## src/pfs_pkg.sv

```systemverilog
package pfs_pkg;

  localparam int ENTRIES_DEFAULT   = 4096;
  localparam int MAX_WIDTH_DEFAULT = 16;
  localparam int WORD_BITS         = 64;
  localparam int INDEX_BITS        = 12;
  localparam int VALUE_BITS        = 16;
  localparam int CFG_BITS          = 5;
  localparam logic [CFG_BITS-1:0] FIELD_WIDTH_RESET = 5'd4;

  localparam logic REQ_READ  = 1'b0;
  localparam logic REQ_WRITE = 1'b1;

  typedef enum logic [3:0] {
    S_CLEAR = 4'b0001,
    S_IDLE  = 4'b0010,
    S_LO    = 4'b0100,
    S_HI    = 4'b1000
  } state_t;

  function automatic logic [WORD_BITS-1:0] width_mask(input logic [6:0] w);
    logic [WORD_BITS-1:0] m;
    if (w >= 7'd64) begin
      m = '1;
    end else begin
      m = (64'd1 << w) - 64'd1;
    end
    return m;
  endfunction

endpackage

```

## src/pfs_ctrl.sv

```systemverilog
module pfs_ctrl #(
  parameter int ENTRIES   = pfs_pkg::ENTRIES_DEFAULT,
  parameter int MAX_WIDTH = pfs_pkg::MAX_WIDTH_DEFAULT,
  parameter int DEPTH     = 1024,
  parameter int ADDR_W    = 10
) (
  input  logic                           clk,
  input  logic                           rst,
  input  logic [pfs_pkg::CFG_BITS-1:0]   field_width,
  input  logic                           in_valid,
  output logic                           in_ready,
  input  logic                           req_type,
  input  logic [pfs_pkg::INDEX_BITS-1:0] field_index,
  input  logic [pfs_pkg::VALUE_BITS-1:0] write_value,
  input  logic                           out_free,
  output logic                           res_valid,
  output logic [pfs_pkg::VALUE_BITS-1:0] res_value,
  output logic                           rd_en,
  output logic [ADDR_W-1:0]              rd_addr,
  input  logic [pfs_pkg::WORD_BITS-1:0]  rd_data,
  output logic                           wr_en,
  output logic [ADDR_W-1:0]              wr_addr,
  output logic [pfs_pkg::WORD_BITS-1:0]  wr_data
);

  localparam int WB    = $clog2(MAX_WIDTH + 1);
  localparam int POS_W = pfs_pkg::INDEX_BITS + WB;

  pfs_pkg::state_t state, state_next;

  logic [ADDR_W-1:0] clr_addr;
  logic              clr_last;

  logic [6:0]        cfg7;
  logic [6:0]        w_clamp;
  logic [WB-1:0]     w_eff;
  logic [POS_W-1:0]  bit_pos;
  logic [5:0]        pos_offset;
  logic [ADDR_W-1:0] pos_word;
  logic              accept;

  logic                          is_write;
  logic                          out_range;
  logic                          straddle;
  logic [5:0]                    offset;
  logic [6:0]                    w_r;
  logic [ADDR_W-1:0]             word_idx;
  logic [pfs_pkg::WORD_BITS-1:0] mask;
  logic [pfs_pkg::WORD_BITS-1:0] value;
  logic [pfs_pkg::WORD_BITS-1:0] lo_word;

  logic [6:0]                    up_shift;
  logic [6:0]                    in_next;
  logic [pfs_pkg::WORD_BITS-1:0] lo_new;
  logic [pfs_pkg::WORD_BITS-1:0] hi_new;
  logic [pfs_pkg::WORD_BITS-1:0] hi_word;
  logic [pfs_pkg::WORD_BITS-1:0] rd_field;

  assign cfg7 = 7'(field_width);

  always_comb begin
    if (cfg7 == 7'd0) begin
      w_clamp = 7'd1;
    end else if (cfg7 > 7'(MAX_WIDTH)) begin
      w_clamp = 7'(MAX_WIDTH);
    end else begin
      w_clamp = cfg7;
    end
  end

  assign w_eff      = WB'(w_clamp);
  assign bit_pos    = POS_W'(field_index) * POS_W'(w_eff);
  assign pos_offset = bit_pos[5:0];
  assign pos_word   = ADDR_W'(bit_pos >> 6);

  assign in_ready = (state == pfs_pkg::S_IDLE);
  assign accept   = in_valid && in_ready;
  assign clr_last = (clr_addr == ADDR_W'(DEPTH - 1));

  assign up_shift = 7'd64 - 7'(offset);
  assign in_next  = 7'(offset) + w_r - 7'd64;
  assign lo_new   = (rd_data & ~(mask << offset)) | (value << offset);
  assign hi_new   = (rd_data & ~pfs_pkg::width_mask(in_next)) | (value >> up_shift);
  assign hi_word  = straddle ? (rd_data << up_shift) : '0;
  assign rd_field = ((lo_word >> offset) | hi_word) & mask;

  always_comb begin
    state_next = state;
    rd_en      = 1'b0;
    rd_addr    = pos_word;
    wr_en      = 1'b0;
    wr_addr    = word_idx;
    wr_data    = lo_new;
    res_valid  = 1'b0;
    res_value  = '0;
    case (state)
      pfs_pkg::S_CLEAR: begin
        wr_en   = 1'b1;
        wr_addr = clr_addr;
        wr_data = '0;
        if (clr_last) begin
          state_next = pfs_pkg::S_IDLE;
        end
      end
      pfs_pkg::S_IDLE: begin
        if (accept) begin
          rd_en      = 1'b1;
          state_next = pfs_pkg::S_LO;
        end
      end
      pfs_pkg::S_LO: begin
        rd_en      = straddle;
        rd_addr    = ADDR_W'(word_idx + ADDR_W'(1));
        wr_en      = is_write && !out_range;
        state_next = pfs_pkg::S_HI;
      end
      pfs_pkg::S_HI: begin
        if (out_free) begin
          wr_en      = is_write && straddle && !out_range;
          wr_addr    = ADDR_W'(word_idx + ADDR_W'(1));
          wr_data    = hi_new;
          res_valid  = 1'b1;
          res_value  = (is_write || out_range) ? '0 : rd_field[pfs_pkg::VALUE_BITS-1:0];
          state_next = pfs_pkg::S_IDLE;
        end
      end
      default: begin
        state_next = pfs_pkg::S_CLEAR;
      end
    endcase
  end

  always_ff @(posedge clk) begin
    if (rst) begin
      state    <= pfs_pkg::S_CLEAR;
      clr_addr <= '0;
    end else begin
      state <= state_next;
      if (state == pfs_pkg::S_CLEAR) begin
        clr_addr <= ADDR_W'(clr_addr + ADDR_W'(1));
      end
    end
  end

  always_ff @(posedge clk) begin
    if (accept) begin
      is_write  <= (req_type == pfs_pkg::REQ_WRITE);
      out_range <= (32'(field_index) >= ENTRIES);
      straddle  <= (8'(pos_offset) + 8'(w_clamp)) > 8'd64;
      offset    <= pos_offset;
      w_r       <= w_clamp;
      word_idx  <= pos_word;
      mask      <= pfs_pkg::width_mask(w_clamp);
      value     <= 64'(write_value) & pfs_pkg::width_mask(w_clamp);
    end
    if (state == pfs_pkg::S_LO) begin
      lo_word <= rd_data;
    end
  end

endmodule

```

## config.mk

```make
export PLATFORM = sky130hd
export DESIGN_NAME = pfs_ctrl
export DESIGN_NICKNAME = d
export VERILOG_FILES = /design/src/pfs_pkg.sv /design/src/pfs_ctrl.sv
export SDC_FILE = /design/constraint.sdc
export NUM_CORES = 1
export LEC_CHECK = 0
export ABC_AREA = 1
export BUFFER_PORTS_ARGS = -buffer_cell sky130_fd_sc_hd__buf_2
export CAP_MARGIN = 20
export CELL_PAD_IN_SITES_DETAIL_PLACEMENT = 1
export CELL_PAD_IN_SITES_GLOBAL_PLACEMENT = 2
export CORE_UTILIZATION = 30
export DETAILED_ROUTE_END_ITERATION = 8
export HOLD_SLACK_MARGIN = 0.06
export PLACE_DENSITY = 0.82
export SLEW_MARGIN = 20
export SYNTH_ARGS = -nofsm -noshare
export SYNTH_HDL_FRONTEND = slang
export SYNTH_SLANG_ARGS = --single-unit
```

## constraint.sdc

```tcl
create_clock -name clk -period 5.2 [get_ports clk]
set_input_delay 0.26 -clock clk [delete_from_list [all_inputs] [get_ports clk]]
set_output_delay 0.26 -clock clk [all_outputs]
set_load 0.01 [all_outputs]
```

==> run_results.csv, run 1 <==
group,metric,value,unit
critical_path,reg2reg_depth,4,
power_and_ir_drop,p_total,3.87,mW
synthesis,ys_async_sr_fraction,0,
synthesis,syn-instance-count,3536,
synthesis,synth_edf_count,166,
clocking,cts_buffer_depth,2,
die,rows,97,
sta,slew_headroom,0.222,
final_layout,final_area,24300,um2
critical_path,crit_path_end_kind,"output port",
synthesis,syn_area,21400,um2
synthesis,yosys.area_share.xor_xnor,0.0127,
sta,finalCritPeriodShare,0.926,
critical_path,required,4.94,ns
synthesis,synth-compound-area-share,0.177,
detailed_routing,routedWlPerCell,23.2,um
outcome,status,"complete, no violations",
global_route,grt_overflow_total,0,
die,dieArea,72300,um2
sta,worst_slack,0.383,ns
sta,tightestPinTransition,1.15,ns
final_layout,area_growth,13.9,%
clocking,cts_root_buf,"clkbuf_16",
sta,rsz0062_at_grt,"false",
global_route,grt_max_degree,150,
power_and_ir_drop,irDropWorstVdd,0.314,mV
critical_path,startpoint_type,"input pin",
power_and_ir_drop,powerDensity,159,nW/um2
global_route,antenna_found_initial,12,
detailed_routing,viasPerCell,5.41,
sta,clock_skew,0.0189,ns
place,preCtsSetupSlack,0.422,ns
detailed_routing,first_pass_iters,7,
die,io_pins,206,
die,core_area,70300,um2
synthesis,synth-seq-cells,180,
place,placed_cells,4544,
synthesis,synth_simple_gate_area_share,0.410,
sta,setup_viol,0,
sta,hold_viol,0,
die,initial_core_util,0.304,
place,place_congestion,0.936,
synthesis,synth_top_family_by_area,"simple AND/OR/NAND/NOR gates",
place,dpl.hpwl,84100,um
critical_path,critPathMaxFanout,8,
power_and_ir_drop,p_leak,11.7,nW
sta,min_period,4.82,ns
final_layout,final_util,0.347,
critical_path,path_class,"input pin to output port",
critical_path,arrival,4.56,ns
clocking,cts_setup_buffers,0,
final_layout,nets,3848,
run,max_cap_violations,0,
worst_hold_path,whs_path_depth,3,
clocking,htreeDepth,4,
global_route,grt_pass1_wl,159000,um
global_route,grt_pass1_vias,24900,
detailed_routing,finalWirelength,107000,um
detailed_routing,vias,25100,
place,io_buffers,205,
worst_hold_path,hold_path_class,"input pin to register",
synthesis,synth_cell_type_count,63,
synthesis,synthMuxAreaShare,0.0108,
die,die_w,269,um
detailed_routing,route.detailed.drc,0,
clocking,tritoncts,"yes",
place,placedInstanceArea,23200,um2
sta,slew_violations,0,
sta,final.setup.tns,0,ns
clocking,cts.sinks,180,
detailed_routing,detail-route-antenna-nets,0,
final_layout,drive_gt1_frac,0.110,
clocking,insertion_delay,0.51,ns
synthesis,synthAdderAreaFrac,0.0519,
synthesis,synth-main-ff-cell,"edfxtp_1",
global_route,grt_util_all_layers,0.298,
clocking,clk_pin_slew,0.07,ns
synthesis,synth.avg_cell_area,6.04,um2
synthesis,synth-seq-area-share,0.246,
synthesis,yosysWarnings,0,
final_layout,final_cells,4632,
detailed_routing,first_iter_violations,2224,
die,dieHeight,269,um
sta,fmaxAchievable,208,MHz
sta,hold_ws,0.0795,ns
clocking,cts_buffers,17,
-- cells in the final DEF (no fill, tap or decap), types with 26 or more instances in the layout --
master,count
a31oi_1,37
o21ai_0,402
dlygate4sd3_1,53
buf_2,205
nand2_1,1263
o211ai_1,63
conb_1,31
buf_4,44
inv_1,242
nand4_1,26
nor2_1,281
ha_1,39
edfxtp_1,166
fa_1,31
nand3_1,375
or2_2,49
a21oi_1,95
-- kinds of logic after synthesis --
kind of cell,after synthesis
buffers and inverters,473
AO/OA/AOI/OAI,676
XOR/XNOR,31
multiplexers,23
other,2
AND/OR/NAND/NOR,2081
flip-flops,180
adder cells (fa/ha/maj),70
-- cell type report --
| cell class | count | area, um2 |
|---|---|---|
| diodes | 3 | 7.51 |
| clock buffers | 19 | 433 |
| clock inverters | 13 | 149 |
| fillers | 9307 | 45900 |
| inverters | 255 | 967 |
| multi-input cells | 2912 | 14300 |
| flip-flops and latches | 180 | 5270 |
| well taps | 940 | 1180 |
| repair buffers | 310 | 2050 |
-- state kept, by name, summed over array words and instances (netlist names) --
name,cells
offset,6
w_r,5
word_idx,10
is_write,1
lo_word,64
state,4
value,16
clr_addr,10
straddle,1
mask,63
-- worst paths after layout --
check	endpoint	start	slack, ns
worst max-delay path	rd_addr[5]	field_width[2]	0.38
worst min register to register	clr_addr[2]	clr_addr[2]	0.51
worst min-delay path	value[5]	write_value[5]	0.08
worst max register to register	lo_word[48]	state[0]	2.68
-- per-layer routing --
metal,global-route usage,up-vias,wire length [um]
li1,-,12000,-
met1,0.377,12100,45400
met2,0.493,794,49700
met3,0.0433,206,6250
met4,0.152,16,5850
met5,0,-,99
-- worst max-delay path, cell delays in order --
cell	delay (ns)
buf_2	0.13
inv_1	0.18
nor2_2	0.07
inv_1	0.23
nor2_1	0.09
fa_1	0.47
fa_1	0.55
inv_1	0.06
fa_1	0.53
inv_1	0.04
ha_1	0.38
nand2_1	0.11
inv_1	0.06
nand4_1	0.06
and3_1	0.19
o21ai_0	0.31
nand2_1	0.09
nand2_1	0.07
nand2_1	0.05
nand2_1	0.07
xor2_1	0.20
nand2_1	0.07
o21ai_0	0.10
buf_2	0.18
-- Yosys cell counts (4+ instances only) --
cell | count | area share
inv_1 | 245 | 0.043
buf_6 | 7 | 0.0037
buf_1 | 49 | 0.0086
o221ai_1 | 7 | 0.0029
xnor2_1 | 9 | 0.0037
clkbuf_1 | 104 | 0.018
or2_2 | 49 | 0.014
xor2_1 | 22 | 0.0090
o21ai_1 | 6 | 0.0014
dfxtp_1 | 14 | 0.013
mux2i_1 | 23 | 0.011
o22ai_1 | 7 | 0.0020
nand2_4 | 5 | 0.0026
nor2_2 | 17 | 0.0050
nand3_1 | 375 | 0.088
nor3_1 | 11 | 0.0026
nor4_1 | 5 | 0.0015
ha_1 | 39 | 0.023
nand2_2 | 20 | 0.0059
o21a_1 | 12 | 0.0042
nor2_1 | 283 | 0.050
o21ai_0 | 403 | 0.094
a31oi_1 | 37 | 0.011
nand2_1 | 1264 | 0.22
fa_1 | 31 | 0.029
a211oi_1 | 5 | 0.0018
buf_4 | 7 | 0.0025
o2111ai_1 | 6 | 0.0025
and2_1 | 6 | 0.0018
a21boi_0 | 16 | 0.0056
o211ai_1 | 63 | 0.022
edfxtp_1 | 166 | 0.23
nand4_1 | 26 | 0.0076
a21oi_1 | 95 | 0.022
inv_2 | 6 | 0.0011
buf_2 | 50 | 0.012
o21bai_1 | 5 | 0.0018
nand3b_1 | 4 | 0.0014
-- report_power, final --
group / leakage (nW) / internal [mW] / switching (mW)
sequential: 1.61 / 1.60 / 0.00528
combinational: 9.85 / 0.298 / 0.569
clock: 0.270 / 0.714 / 0.686
-- what timing repair did --
item                                    CTS  global route
resized for setup                         0             1
hold buffers                             53             0
endpoints found under the setup margin    0             1
hold endpoints to repair                 58             0
No activity file was read; power rests on OpenSTA's default activity.
==> run 2: changes to the inputs <==
- CELL_PAD_IN_SITES_DETAIL_PLACEMENT: 1 -> unset
- CELL_PAD_IN_SITES_GLOBAL_PLACEMENT: 2 -> unset
- CORE_UTILIZATION: 30 -> 35
- PLACE_DENSITY: 0.82 -> 0.57
==> run_results.csv, run 2 (synthesized netlist as in run 1, its figures left out) <==
group,metric,value,unit
place,dpl.hpwl,75100,um
place,io_buffers,205,
critical_path,cp_top_family,"adder cells",
sta,slew_violations,0,
global_route,met2_usage,0.484,
sta,tightestPinTransition,1.04,ns
sta,fmaxAchievable,210,MHz
final_layout,layout_commonest_cell,"nand2_1",
sta,final.setup.tns,0,ns
critical_path,cp_cell_sequence,"buf_2 > inv_1 > nand2_1 > nor2_1 > fa_1 > fa_1 > inv_1 > fa_1 > inv_1 > ha_1 > nand3_1 > nand2_1 > a21oi_1 > o21ai_0 > a21oi_1 > o21ai_0 > xor2_1 > nand2_1 > o21ai_0 > buf_2",
clocking,clk_pin_slew,0.07,ns
clocking,tritoncts,"yes",
place,place_congestion,0.998,
clocking,cts.sinks,180,
detailed_routing,detail-route-antenna-nets,0,
critical_path,arrival,4.51,ns
critical_path,crit_path_end_kind,"output port",
worst_hold_path,hold_path_class,"input pin to register",
final_layout,reg_top3,"lo_word: 64 flops, mask: 63 flops, value: 16 flops",
run,max_cap_violations,0,
die,dieHeight,249,um
final_layout,final_area,24000,um2
sta,hold_ws,0.0768,ns
detailed_routing,viasPerCell,5.52,
detailed_routing,first_iter_violations,2982,
clocking,htreeDepth,4,
detailed_routing,routedWlPerCell,21.7,um
final_layout,regMostFlops,"lo_word",
critical_path,required,4.94,ns
sta,hold_viol,0,
final_layout,mostFrequentLayoutCells,"1,263 x nand2_1, 403 x o21ai_0, 375 x nand3_1",
power_and_ir_drop,p_leak,11.7,nW
sta,min_period,4.77,ns
outcome,status,"complete, no violations",
global_route,use_met1,0.402,
final_layout,area_growth,12.4,%
critical_path,max_stage_delay,0.55,ns
critical_path,path_class,"input pin to output port",
clocking,insertion_delay,0.52,ns
final_layout,largest_reg_flops,64,
die,rows,90,
die,die_w,249,um
detailed_routing,first_pass_iters,6,
place,placedInstanceArea,22900,um2
clocking,cts_resized,0,
sta,slew_headroom,0.299,
power_and_ir_drop,switching_share,0.322,
global_route,antenna_found_initial,11,
sta,clock_skew,0.0218,ns
global_route,grt_busiest_layer,"met2",
critical_path,startpoint_type,"input pin",
final_layout,final_util,0.398,
global_route,met3_usage,0.0538,
detailed_routing,route.detailed.drc,0,
critical_path,path_buf_inv,5,
die,io_pins,206,
global_route,grt_max_degree,149,
power_and_ir_drop,irDropWorstVdd,0.270,mV
power_and_ir_drop,clock_power_share,0.354,
clocking,cts_buffer_depth,2,
sta,rsz0062_at_grt,"false",
critical_path,slowest_stage,"fa_1",
power_and_ir_drop,comb_power_share,0.221,
final_layout,nets,3837,
power_and_ir_drop,p_int,2.56,mW
power_and_ir_drop,power_frac_seq,0.425,
detailed_routing,vias,24600,
sta,finalCritPeriodShare,0.917,
global_route,grt_overflow_total,0,
global_route,grt_pass1_vias,22400,
power_and_ir_drop,p_sw,1.22,mW
clocking,cts_root_buf,"clkbuf_16",
final_layout,drive_gt1_frac,0.108,
die,core_area,60400,um2
global_route,grt_pass1_wl,143000,um
die,initial_core_util,0.354,
detailed_routing,finalWirelength,96900,um
critical_path,critPathMaxFanout,10,
clocking,cts_buffers,17,
power_and_ir_drop,powerDensity,157,nW/um2
power_and_ir_drop,p_total,3.77,mW
sta,setup_viol,0,
global_route,grt_util_all_layers,0.307,
die,dieArea,62100,um2
[run 2: cell count changes in the layout (fill, tap and decap cells not counted), moves of 2 or more]
cell and delta:
buf_12 -2, buf_4 -6, clkinvlp_4 -2, dlygate4sd3_1 -3
[run 2: final cells by class]
type                    count  area (um2)
multi-input cells        2912       14300
clock inverters            12         124
fillers                  6744       36300
repair buffers            299        1930
well taps                 782         978
flip-flops and latches    180        5270
diodes                      3        7.51
clock buffers              20         437
inverters                 255         967
[run 2: worst min-delay path, cell delays in order]
cell and delay [ns]:
buf_2 0.08, inv_1 0.04, nor2_1 0.09
[run 2: path summary, 6_finish.rpt]
path	from	to	slack, ns	cells after the start
worst min register to register	clr_addr[7]	clr_addr[7]	0.51	2
worst min-delay path	write_value[6]	value[6]	0.08	3
worst max register to register	state[1]	lo_word[46]	2.51	4
worst max-delay path	field_width[4]	rd_addr[6]	0.43	20
[run 2: per-layer routing]
layer  vias up  part of all wire
li1      12000                 -
met1     11300              0.42
met2      1120              0.45
met3       188             0.082
met4        14             0.053
met5         -           0.00099
[run 2: stage by stage]
| stage | setup slack, ns | cells |
|---|---|---|
| final | 0.434 | 4463 |
| after global placement | 0.489 | 4378 |
| after global routing | 0.0477 | 4461 |
| after CTS | 0.444 | 4460 |
| after floorplan | 0.872 | 3565 |
| after detailed placement | 0.468 | 4378 |
[run 2: timing repair]
item	CTS	global route
buffers inserted	0	0
hold buffers	50	0
endpoints found under the hold margin	55	0
[run 2: power by group through the flow]
stage / clock (mW) / sequential (mW) / combinational, mW
2_1_floorplan: 0 / 1.63 / 0.464
3_3_place_gp: 0 / 1.63 / 0.799
3_5_place_dp: 0 / 1.63 / 0.797
4_1_cts: 1.36 / 1.60 / 0.830
5_1_grt: 1.40 / 1.60 / 0.921
6_report: 1.34 / 1.60 / 0.835
